## config.mk

```make
export PLATFORM = sky130hd
export DESIGN_NAME = zero_gap_segment_splitter_flat
export DESIGN_NICKNAME = d
export VERILOG_FILES = /design/src/rtl/core/zgs_pkg.sv /design/src/rtl/core/zgs_if.sv /design/src/rtl/core/zero_gap_segment_splitter.sv /design/src/flat_wrapper.sv
export SDC_FILE = /design/constraint.sdc
export NUM_CORES = 1
export LEC_CHECK = 0
export ABC_CLOCK_PERIOD_IN_PS = 4950
export BUFFER_PORTS_ARGS = -buffer_cell sky130_fd_sc_hd__buf_2
export CORE_UTILIZATION = 35
export CTS_CLUSTER_SIZE = 16
export DETAILED_ROUTE_END_ITERATION = 7
export GPL_TIMING_DRIVEN = 1
export PLACE_DENSITY = 0.58
export SYNTH_ARGS = -nofsm -noshare
export SYNTH_HDL_FRONTEND = slang
export SYNTH_SLANG_ARGS = --single-unit
```

## constraint.sdc

```tcl
create_clock -name clk -period 4.95 [get_ports clk]
set_input_delay 0.2475 -clock clk [delete_from_list [all_inputs] [get_ports clk]]
set_output_delay 0.2475 -clock clk [all_outputs]
set_load 0.1 [all_outputs]
```

## src/rtl/core/zgs_pkg.sv

```systemverilog
package zgs_pkg;

  localparam int CORR_W    = 16;
  localparam int BELONG_W  = 16;
  localparam int WIN_W     = 10;
  localparam int SEG_W     = 17;
  localparam int SUM_OUT_W = 32;

  localparam logic [WIN_W-1:0] WIN_RESET = 10'd8;

  localparam int MAX_LEN_DEF  = 65536;
  localparam int SUM_BITS_DEF = 32;

  typedef struct packed {
    logic [SEG_W-1:0]     seg_start;
    logic [SEG_W-1:0]     seg_length;
    logic [SUM_OUT_W-1:0] seg_sum;
    logic                 seg_final;
  } seg_t;

endpackage

```

## src/rtl/core/zgs_if.sv

```systemverilog
interface zgs_in_if;
  import zgs_pkg::*;

  logic                valid;
  logic                ready;
  logic [CORR_W-1:0]   corr_count;
  logic [BELONG_W-1:0] belong_count;
  logic                last_item;

  modport source (output valid, corr_count, belong_count, last_item, input ready);
  modport sink   (input valid, corr_count, belong_count, last_item, output ready);
endinterface

interface zgs_out_if;
  import zgs_pkg::*;

  logic                 valid;
  logic                 ready;
  logic [SEG_W-1:0]     seg_start;
  logic [SEG_W-1:0]     seg_length;
  logic [SUM_OUT_W-1:0] seg_sum;
  logic                 seg_final;

  modport source (output valid, seg_start, seg_length, seg_sum, seg_final, input ready);
  modport sink   (input valid, seg_start, seg_length, seg_sum, seg_final, output ready);
endinterface

```

## src/rtl/core/zero_gap_segment_splitter.sv

```systemverilog
// zero gap segment splitter
//
// in_ch carries one sequence position per item: its correlated-group count,
// its own-group count and a flag on the final position. out_ch carries
// segments: start position, length without trailing zero positions, the
// saturating sum of own-group counts and a flag on the sequence's last one.
// cfg_we/cfg_wdata write the window size (reset value 8); write it only
// while no items are in flight.
//
// An item is processed in the cycle it is accepted and its results are
// registered in a four-entry result queue that feeds out_ch. One item is
// taken per cycle while the queue has room for two results; an item that
// both closes a segment and ends the sequence yields two results, which
// leave the queue one after the other. When the receiver stalls the queue
// fills and in_ch.ready drops once fewer than two slots are free.
//
// After reset the queue is empty, the window is 8 and the block waits for
// the first position of a sequence; it waits for a new first position
// again after every item flagged last.
module zero_gap_segment_splitter #(
  parameter int MAX_LEN  = zgs_pkg::MAX_LEN_DEF,
  parameter int SUM_BITS = zgs_pkg::SUM_BITS_DEF
) (
  input  logic                     clk,
  input  logic                     rst_n,
  input  logic                     cfg_we,
  input  logic [zgs_pkg::WIN_W-1:0] cfg_wdata,
  zgs_in_if.sink                   in_ch,
  zgs_out_if.source                out_ch
);
  import zgs_pkg::*;

  localparam int CNT_W   = $clog2(MAX_LEN + 1);
  localparam int CMP_W   = (CNT_W > WIN_W + 1) ? CNT_W : WIN_W + 1;
  localparam int DEPTH   = 4;
  localparam int PTR_W   = $clog2(DEPTH);
  localparam int FILL_W  = $clog2(DEPTH + 1);

  localparam logic [CNT_W-1:0]    CNT_MAX = CNT_W'(MAX_LEN);
  localparam logic [SUM_BITS-1:0] SUM_MAX = '1;

  function automatic logic [CNT_W-1:0] sat_inc(input logic [CNT_W-1:0] v);
    return (v >= CNT_MAX) ? CNT_MAX : v + CNT_W'(1);
  endfunction

  logic [WIN_W-1:0]    win_r;
  logic [CNT_W-1:0]    pos_r, pos_nxt;
  logic [CNT_W-1:0]    zrun_r, zrun_nxt;
  logic [CNT_W-1:0]    rlen_r, rlen_nxt;
  logic [SUM_BITS-1:0] rsum_r, rsum_nxt;
  logic                lead_r, lead_nxt;

  seg_t              fifo_mem [DEPTH];
  logic [PTR_W-1:0]  wr_ptr_r, rd_ptr_r;
  logic [FILL_W-1:0] fill_r;

  logic in_fire, pop, nz, split, last;
  logic [CNT_W-1:0]    rlen_a, pos_u, zrun_u, rlen_u;
  logic [SUM_BITS-1:0] rsum_a, rsum_u;
  logic [SUM_BITS:0]   sum_wide;
  seg_t seg_split, seg_last;

  assign in_ch.ready = (fill_r <= FILL_W'(DEPTH - 2));
  assign in_fire     = in_ch.valid && in_ch.ready;
  assign pop         = out_ch.valid && out_ch.ready;
  assign nz          = (in_ch.corr_count != '0);
  assign last        = in_ch.last_item;
  assign split       = nz && (CMP_W'(zrun_r) >= CMP_W'({win_r, 1'b0}));

  always_comb begin
    rlen_a   = split ? '0 : rlen_r;
    rsum_a   = split ? '0 : rsum_r;
    sum_wide = {1'b0, rsum_a} + (SUM_BITS + 1)'(in_ch.belong_count);
    pos_u    = sat_inc(pos_r);
    zrun_u   = zrun_r;
    rlen_u   = rlen_r;
    rsum_u   = rsum_r;
    if (nz) begin
      zrun_u = '0;
      rlen_u = sat_inc(rlen_a);
      rsum_u = (sum_wide > {1'b0, SUM_MAX}) ? SUM_MAX : sum_wide[SUM_BITS-1:0];
    end else if (!lead_r) begin
      zrun_u = sat_inc(zrun_r);
      rlen_u = sat_inc(rlen_r);
    end

    seg_split.seg_start  = SEG_W'(pos_r - rlen_r);
    seg_split.seg_length = SEG_W'(rlen_r - zrun_r);
    seg_split.seg_sum    = SUM_OUT_W'(rsum_r);
    seg_split.seg_final  = 1'b0;

    seg_last.seg_start  = SEG_W'(pos_u - rlen_u);
    seg_last.seg_length = SEG_W'(rlen_u - zrun_u);
    seg_last.seg_sum    = SUM_OUT_W'(rsum_u);
    seg_last.seg_final  = 1'b1;

    if (last) begin
      pos_nxt  = '0;
      zrun_nxt = '0;
      rlen_nxt = '0;
      rsum_nxt = '0;
      lead_nxt = 1'b1;
    end else begin
      pos_nxt  = pos_u;
      zrun_nxt = zrun_u;
      rlen_nxt = rlen_u;
      rsum_nxt = rsum_u;
      lead_nxt = lead_r && !nz;
    end
  end

  always_ff @(posedge clk) begin
    if (!rst_n) begin
      win_r  <= WIN_RESET;
      pos_r  <= '0;
      zrun_r <= '0;
      rlen_r <= '0;
      rsum_r <= '0;
      lead_r <= 1'b1;
    end else begin
      if (cfg_we) begin
        win_r <= cfg_wdata;
      end
      if (in_fire) begin
        pos_r  <= pos_nxt;
        zrun_r <= zrun_nxt;
        rlen_r <= rlen_nxt;
        rsum_r <= rsum_nxt;
        lead_r <= lead_nxt;
      end
    end
  end

  // result queue
  logic [1:0]       push_cnt;
  logic [PTR_W-1:0] last_slot;

  assign push_cnt  = in_fire ? (2'(split) + 2'(last)) : 2'd0;
  assign last_slot = wr_ptr_r + PTR_W'(split);

  always_ff @(posedge clk) begin
    if (in_fire && split) begin
      fifo_mem[wr_ptr_r] <= seg_split;
    end
    if (in_fire && last) begin
      fifo_mem[last_slot] <= seg_last;
    end
  end

  always_ff @(posedge clk) begin
    if (!rst_n) begin
      wr_ptr_r <= '0;
      rd_ptr_r <= '0;
      fill_r   <= '0;
    end else begin
      wr_ptr_r <= wr_ptr_r + PTR_W'(push_cnt);
      if (pop) begin
        rd_ptr_r <= rd_ptr_r + PTR_W'(1);
      end
      fill_r <= fill_r + FILL_W'(push_cnt) - FILL_W'(pop);
    end
  end

  assign out_ch.valid      = (fill_r != '0);
  assign out_ch.seg_start  = fifo_mem[rd_ptr_r].seg_start;
  assign out_ch.seg_length = fifo_mem[rd_ptr_r].seg_length;
  assign out_ch.seg_sum    = fifo_mem[rd_ptr_r].seg_sum;
  assign out_ch.seg_final  = fifo_mem[rd_ptr_r].seg_final;

  a_fill_bound: assert property (@(posedge clk) disable iff (!rst_n)
    fill_r <= FILL_W'(DEPTH))
    else $error("result queue overfilled");

  a_zrun_le_rlen: assert property (@(posedge clk) disable iff (!rst_n)
    zrun_r <= rlen_r)
    else $error("zero run longer than open segment");

  a_last_clears: assert property (@(posedge clk) disable iff (!rst_n)
    in_fire && last |=> pos_r == '0 && rlen_r == '0 && lead_r)
    else $error("state not cleared after final item");

  a_fill_track: assert property (@(posedge clk) disable iff (!rst_n)
    in_fire && last && !pop |=>
      fill_r == $past(fill_r) + FILL_W'(1) + FILL_W'($past(split)))
    else $error("final item results not queued");

  a_lead_no_seg: assert property (@(posedge clk) disable iff (!rst_n)
    lead_r |-> rlen_r == '0 && rsum_r == '0)
    else $error("segment open during leading zeros");

endmodule

```

## src/flat_wrapper.sv

```systemverilog
// flat-port wrapper written by rule: the top's interface ports become plain ports
module zero_gap_segment_splitter_flat import zgs_pkg::*;
#(
  parameter int MAX_LEN  = zgs_pkg::MAX_LEN_DEF,
  parameter int SUM_BITS = zgs_pkg::SUM_BITS_DEF
)
  (clk, rst_n, cfg_we, cfg_wdata, in_ch_valid, in_ch_corr_count, in_ch_belong_count, in_ch_last_item, in_ch_ready, out_ch_valid, out_ch_seg_start, out_ch_seg_length, out_ch_seg_sum, out_ch_seg_final, out_ch_ready);
  zgs_in_if in_ch_i ();
  zgs_out_if out_ch_i ();
  input  logic clk;
  input  logic rst_n;
  input  logic cfg_we;
  input  logic [zgs_pkg::WIN_W-1:0] cfg_wdata;
  input wire logic [$bits(in_ch_i.valid)-1:0] in_ch_valid;
  input wire logic [$bits(in_ch_i.corr_count)-1:0] in_ch_corr_count;
  input wire logic [$bits(in_ch_i.belong_count)-1:0] in_ch_belong_count;
  input wire logic [$bits(in_ch_i.last_item)-1:0] in_ch_last_item;
  output wire logic [$bits(in_ch_i.ready)-1:0] in_ch_ready;
  output wire logic [$bits(out_ch_i.valid)-1:0] out_ch_valid;
  output wire logic [$bits(out_ch_i.seg_start)-1:0] out_ch_seg_start;
  output wire logic [$bits(out_ch_i.seg_length)-1:0] out_ch_seg_length;
  output wire logic [$bits(out_ch_i.seg_sum)-1:0] out_ch_seg_sum;
  output wire logic [$bits(out_ch_i.seg_final)-1:0] out_ch_seg_final;
  input wire logic [$bits(out_ch_i.ready)-1:0] out_ch_ready;
  assign in_ch_i.valid = in_ch_valid;
  assign in_ch_i.corr_count = in_ch_corr_count;
  assign in_ch_i.belong_count = in_ch_belong_count;
  assign in_ch_i.last_item = in_ch_last_item;
  assign in_ch_ready = in_ch_i.ready;
  assign out_ch_valid = out_ch_i.valid;
  assign out_ch_seg_start = out_ch_i.seg_start;
  assign out_ch_seg_length = out_ch_i.seg_length;
  assign out_ch_seg_sum = out_ch_i.seg_sum;
  assign out_ch_seg_final = out_ch_i.seg_final;
  assign out_ch_i.ready = out_ch_ready;
  zero_gap_segment_splitter #(.MAX_LEN(MAX_LEN), .SUM_BITS(SUM_BITS)) u_core (.clk(clk), .rst_n(rst_n), .cfg_we(cfg_we), .cfg_wdata(cfg_wdata), .in_ch(in_ch_i), .out_ch(out_ch_i));
endmodule
```

==> impl_metrics.csv, run 1 <==
group,metric,value,unit
run_status,status,"finished with violations",
run_status,violations,"capacitance limit",
critical_path,r2r_slack,0.20,ns
timing,hold_viol,0,
logic_synthesis,synthTopCellsByArea,"edfxtp_1, dfxtp_1, mux4_2",
critical_path,slowest_delay,0.32,ns
global_routing,track_usage,22.8,%
logic_synthesis,synth.ff_latch_count,371,
logic_synthesis,synth_top_area_share,35.0,%
clocking,clock_latency,0.59,ns
routing,first_pass_iters,6,
routing,viasPerCell,5.79,
placed_design,gp_congestion,0.932,
critical_path,r2r-start,"u_core.zrun_r[1]$_SDFFE_PN0P_",
die,initial_core_util,35.7,%
timing,worstMarginPinSlew,1.48,ns
hold_path,hp-start,"cfg_we",
timing,finClkSkew,0.0312,ns
timing,finalSetupViolations,0,
hold_path,hold_path_class,"in -> reg",
finish,final_net_count,2607,
critical_path,r2r_cells,27,
clocking,cts_tree,"yes",
logic_synthesis,yosysMostFrequentCell,"edfxtp_1",
power_and_ir_drop,power_density,414,nW/um^2
timing,hold_ws,0.0996,ns
logic_synthesis,synth_edf_count,264,
timing,max_freq,0.210,GHz
placed_design,dp_hpwl,54200,um
logic_synthesis,synthCells,2275,
hold_path,hold_end,"u_core.win_r[3]$_SDFFE_PN1P_",
critical_path,cp-start-kind,"flip-flop",
global_routing,grt_pass1_wl,115000,um
critical_path,path_delay_family,"compound AO/OA/AOI/OAI gates",
timing,max-slew-margin-rel,1.30,%
clocking,clockBufferDepth,3,
critical_path,crit_fanout,4,
logic_synthesis,syn_area_per_cell,9.96,um^2
logic_synthesis,ys_warn_count,0,
global_routing,grt_pass1_vias,18600,
timing,worst_slack,0.199,ns
logic_synthesis,synthArstFlopShare,0,%
run,drv_cap,1,
routing,wl_per_cell,23.0,um
power_and_ir_drop,p_total,11100,uW
clocking,cts.sinks,371,
logic_synthesis,synth_top_area_cell,"edfxtp_1",
critical_path,critPathKind,"reg -> reg",
die,core,63500,um^2
timing,timing.final.crit_share,96.0,%
timing,min_period,4.75,ns
placed_design,pre_cts_slack,-0.174,ns
power_and_ir_drop,ir_drop,0.354,mV
clocking,numCtsBuffers,44,
logic_synthesis,synth-main-ff-cell,"edfxtp_1",
logic_synthesis,synth_seq_area_share,44.4,%
logic_synthesis,synth_area,22700,um^2
routing,drt_iter0_drc,2273,
logic_synthesis,synth_nets,2433,
logic_synthesis,synthTopCellsByCount,"edfxtp_1, o21ai_0, nand2_1",
finish,finalInstanceArea,26900,um^2
critical_path,critPathSlowestCell,"dfxtp_2",
placed_design,placed_area,25000,um^2
global_routing,overflow,0,
routing,post-route-drc-count,0,
die,fp.dieW,256,um
clocking,htree_levels,2,
placed_design,portBuffers,116,
critical_path,endpoint_kind,"flip-flop",
critical_path,path_buf_inv,5,
global_routing,grt_max_degree,64,
clocking,root_buffer,"clkbuf_16",
timing,finalMaxSlewViolations,0,
die,num_rows,92,
die,io_pins,117,
routing,vias,19300,
critical_path,cp.arrival,5.04,ns
finish,final_layout_size_suffix_gt1_share,20.1,%
hold_path,hold_depth,3,
critical_path,timing.rr.end,"u_core.fifo_mem[0][49]$_DFFE_PP_",
clocking,clk_pin_slew,0.06,ns
global_routing,antenna_found_initial,1,
finish,final_core_util,42.3,%
critical_path,cp.required,5.24,ns
finish,syn_to_final_growth,18.7,%
routing,ant_nets,0,
power_and_ir_drop,total_leakage_power,0.00952,uW
die,fp.dieH,256,um
die,die_area,65800,um^2
logic_synthesis,ys_types,84,
routing,routed_wl,76600,um
==> metrics by stage <==
stage / setup TNS, ns / std cells
2_1_floorplan: 0 / 2275
3_3_place_gp: -0.266 / 3231
3_5_place_dp: -2.69 / 3231
4_1_cts: -0.0539 / 3324
5_1_grt: -0.0635 / 3329
6_report: 0 / 3330
==> metal layers <==
| metal | wire, um | global-route usage (%) | up-vias | share of wire [%] |
|---|---|---|---|---|
| met4 | 2160 | 7.57 | 2 | 2.8 |
| li1 | - | - | 8869 | - |
| met3 | 6170 | 3.45 | 122 | 8.1 |
| met1 | 34200 | 32.9 | 9421 | 45 |
| met2 | 34000 | 34.9 | 879 | 44 |
| met5 | 10 | 0 | - | 0.013 |
==> cell type report <==
class | instances | area (um^2)
clock buffers | 59 | 1220
multi-input cells | 1672 | 12000
flip-flops and latches | 371 | 10100
inverters | 83 | 312
clock inverters | 21 | 303
well taps | 846 | 1060
fillers | 6068 | 36600
repair buffers | 277 | 1920
diodes | 1 | 2.50
==> kinds of logic after synthesis <==
logic type / Yosys count / synth area share, %
simple gates: 730 / 15.6
buf+inv: 232 / 4.00
flops: 371 / 44.4
fa+ha+maj: 110 / 6.27
xor+xnor: 99 / 3.83
compound gates: 653 / 18.6
mux: 80 / 7.24
==> where the power goes <==
part	leakage (uW)	switching [uW]	internal (uW)	total (uW)
registers	0.00323	192	3510	3700
clock network	0.000743	1350	2100	3450
logic	0.00555	2980	999	3980
total	0.00952	4520	6610	11100
==> worst max path at each step <==
stage | start | end | depth (start not counted)
after floorplan | u_core.fill_r[1]$_SDFF_PN0_ | u_core.fifo_mem[0][10]$_DFFE_PP_ | 9
after global placement | u_core.win_r[5]$_SDFFE_PN0P_ | u_core.fifo_mem[0][49]$_DFFE_PP_ | 28
after detailed placement | u_core.win_r[5]$_SDFFE_PN0P_ | u_core.fifo_mem[1][49]$_DFFE_PP_ | 28
after CTS | u_core.win_r[5]$_SDFFE_PN0P_ | u_core.fifo_mem[1][4]$_DFFE_PP_ | 21
after global routing | u_core.zrun_r[1]$_SDFFE_PN0P_ | u_core.fifo_mem[0][49]$_DFFE_PP_ | 27
final | u_core.zrun_r[1]$_SDFFE_PN0P_ | u_core.fifo_mem[0][49]$_DFFE_PP_ | 27
==> state kept, by name, summed over array words and instances (netlist names), named ones only <==
| name | count |
|---|---|
| u_core.zrun_r | 17 |
| u_core.pos_r | 17 |
| u_core.rd_ptr_r | 2 |
| u_core.rlen_r | 17 |
| u_core.lead_r | 1 |
| u_core.win_r | 10 |
| u_core.wr_ptr_r | 2 |
| u_core.fill_r | 3 |
| u_core.fifo_mem | 268 |
| u_core.rsum_r | 32 |
==> repair_timing <==
action	4_1_cts	5_1_grt
gates resized for setup	7	58
endpoints found under the setup margin	55	208
pin swaps	4	30
hold buffers	10	0
buffers inserted	3	6
endpoints found under the hold margin	10	0
==> placed cells by master, fill, tap and decap left out, types with 11 or more instances in the layout <==
cell type / synthesis / layout
nor2b_1: 48 / 48
nand4_1: 19 / 19
buf_4: 3 / 142
a21o_1: 21 / 21
and3_1: 20 / 20
nand2b_1: 14 / 14
nor4_1: 15 / 14
o21ai_0: 243 / 234
buf_2: 18 / 116
or3_1: 17 / 17
xnor2_1: 47 / 47
a22o_1: 67 / 67
a21oi_1: 84 / 77
mux4_2: 67 / 67
nand3_1: 135 / 135
clkbuf_1: 106 / 11
clkbuf_16: 0 / 46
nor2_1: 147 / 142
o21ai_1: 9 / 14
mux2i_1: 12 / 12
o31ai_1: 22 / 21
a31oi_1: 20 / 14
inv_1: 81 / 79
xor2_1: 52 / 47
o21a_1: 22 / 22
dfxtp_1: 107 / 102
o22ai_1: 59 / 59
ha_1: 104 / 102
a22oi_1: 23 / 23
edfxtp_1: 264 / 264
nand2_1: 197 / 188
and2_1: 42 / 42
nor3_1: 45 / 43
==> tightest hold or removal path: cells and delay by family <==
| family | cells | cell delay, ns |
|---|---|---|
| buf+inv | 1 | 0.20 |
| compound gates | 1 | 0.07 |
| simple gates | 1 | 0.09 |
Note: power is estimated with default switching activity, not from simulation.
==> inputs of run 2 (changes only) <==
Settings changed: CORE_UTILIZATION 35 to 30, PLACE_DENSITY 0.58 to 0.52.
==> impl_metrics.csv, run 2 (synthesis results as in run 1) <==
group,metric,value,unit
critical_path,endpoint_kind,"flip-flop",
finish,syn_to_final_growth,19.2,%
global_routing,overflow,0,
finish,max_flop_register,"u_core.fifo_mem",
die,core,74600,um^2
finish,final_layout_size_suffix_gt1_share,20.4,%
finish,final_cell_mix,"edfxtp_1, o21ai_0, nand2_1",
clocking,root_buffer,"clkbuf_16",
hold_path,hold_path_class,"in -> reg",
timing,worstMarginPinSlew,1.21,ns
die,fp.dieH,277,um
finish,top_regs,"u_core.fifo_mem (268), u_core.rsum_r (32)",
die,num_rows,100,
finish,final_net_count,2617,
timing,hold_viol,0,
global_routing,track_usage,19.8,%
routing,first_pass_iters,5,
placed_design,dp_hpwl,55800,um
die,initial_core_util,30.4,%
clocking,cts_tree,"yes",
global_routing,grt_pass1_vias,18600,
critical_path,cp-start-kind,"flip-flop",
routing,drt_iter0_drc,1653,
placed_design,placed_area,25200,um^2
run_status,status,"completed",
power_and_ir_drop,power_density,401,nW/um^2
finish,final_core_util,36.2,%
timing,finClkSkew,0.0202,ns
timing,finalSetupViolations,0,
critical_path,slowest_delay,0.36,ns
power_and_ir_drop,ir_drop,0.316,mV
critical_path,critPathSlowestCell,"o41ai_2",
routing,viasPerCell,5.52,
finish,finalInstanceArea,27000,um^2
critical_path,path_common_cell,"a21oi_2",
placed_design,gp_congestion,0.912,
placed_design,portBuffers,116,
die,fp.dieW,277,um
clocking,htree_levels,2,
timing,max_freq,0.208,GHz
timing,max-slew-margin-rel,18.6,%
finish,layout_commonest_cell,"edfxtp_1",
power_and_ir_drop,total_leakage_power,0.00948,uW
global_routing,grt_max_degree,65,
routing,ant_nets,0,
global_routing,antenna_found_initial,3,
routing,wl_per_cell,22.6,um
clocking,clockBufferDepth,3,
critical_path,r2r_cells,28,
global_routing,grt_pass1_wl,116000,um
timing,timing.final.crit_share,97.0,%
power_and_ir_drop,p_total,10800,uW
die,die_area,76600,um^2
critical_path,crit_fanout,4,
routing,post-route-drc-count,0,
routing,vias,19100,
finish,n_antenna_cell,0,
die,io_pins,117,
clocking,numCtsBuffers,43,
timing,min_period,4.80,ns
critical_path,cp.required,5.24,ns
critical_path,critPathKind,"reg -> reg",
timing,finalMaxSlewViolations,0,
routing,routed_wl,78300,um
run,drv_cap,0,
critical_path,cp.arrival,5.09,ns
clocking,clk_pin_slew,0.06,ns
clocking,cts.sinks,371,
finish,largest_reg_flops,268,
timing,setup_tns,0,ns
hold_path,hold_depth,3,
clocking,clock_latency,0.58,ns
==> run 2: cell count changes in the layout (fill, tap and decap cells not counted), moves of 3 or more <==
cell        before  now
buf_4          142  153
bufinv_16        7    3
a31oi_1         14   17
a31oi_2          6    3
clkinvlp_4       1    4
ha_1           102   99
ha_4             1    4
nand3_2          0    3
o21ai_0        234  231
o311ai_0         3    0
==> run 2: per-stage QoR <==
stage                     worst slack (ns)  std cells  hold WS, ns
after floorplan                     0.0234       2275        0.378
after global placement              -0.116       3366        0.428
after detailed placement            -0.108       3366        0.435
after CTS                         -0.00218       3457       0.0862
after global routing               -0.0548       3463        0.126
final                                0.151       3463        0.105
==> run 2: per-layer routing <==
layer / global-route usage (%) / wire (um) / up-vias
met4: 6.81 / 2500 / 6
met1: 27.6 / 35000 / 9365
li1: - / - / 8882
met3: 3.66 / 5740 / 144
met2: 30.7 / 35000 / 728
met5: 0 / 30 / -
==> run 2: timing repair <==
action | in CTS | in global routing
endpoints found under the setup margin | 32 | 159
hold buffers | 10 | 0
gates resized for setup | 6 | 66
hold endpoints to repair | 10 | 0
pin swaps | 3 | 34
setup buffers | 1 | 6
==> run 2: power breakdown <==
group	switching [uW]	internal, uW	total [uW]
sequential	222	3510	3730
combinational	2960	999	3960
clock	1340	1820	3160
==> run 2: path summary, 6_finish.rpt <==
path                                                    startpoint                                 end  slack [ns]
worst max register to register        u_core.win_r[5]$_SDFFE_PN0P_    u_core.fifo_mem[1][48]$_DFFE_PP_        0.15
worst max-delay path                  u_core.win_r[5]$_SDFFE_PN0P_    u_core.fifo_mem[1][48]$_DFFE_PP_        0.15
worst min-delay path                                        cfg_we        u_core.win_r[3]$_SDFFE_PN1P_        0.11
worst min register to register  u_core.fifo_mem[1][0]$_SDFFE_PP1P_  u_core.fifo_mem[1][0]$_SDFFE_PP1P_        0.45
==> run 2: cell type report <==
type / count / area [um^2]
sequential: 371 / 10100
fill: 7407 / 47600
tap: 969 / 1210
clock inverter: 22 / 209
clock buffer: 58 / 1160
inverter: 83 / 312
timing repair buffer: 288 / 1990
multi-input combinational: 1672 / 12000
==> run 2: critical path: cells and delay by family, from the launching register on <==
family	cells	cell delay, ns
compound gates	12	1.90
flops	1	0.31
fa+ha+maj	3	0.67
buf+inv	5	0.55
simple gates	7	0.89
xor+xnor	1	0.18
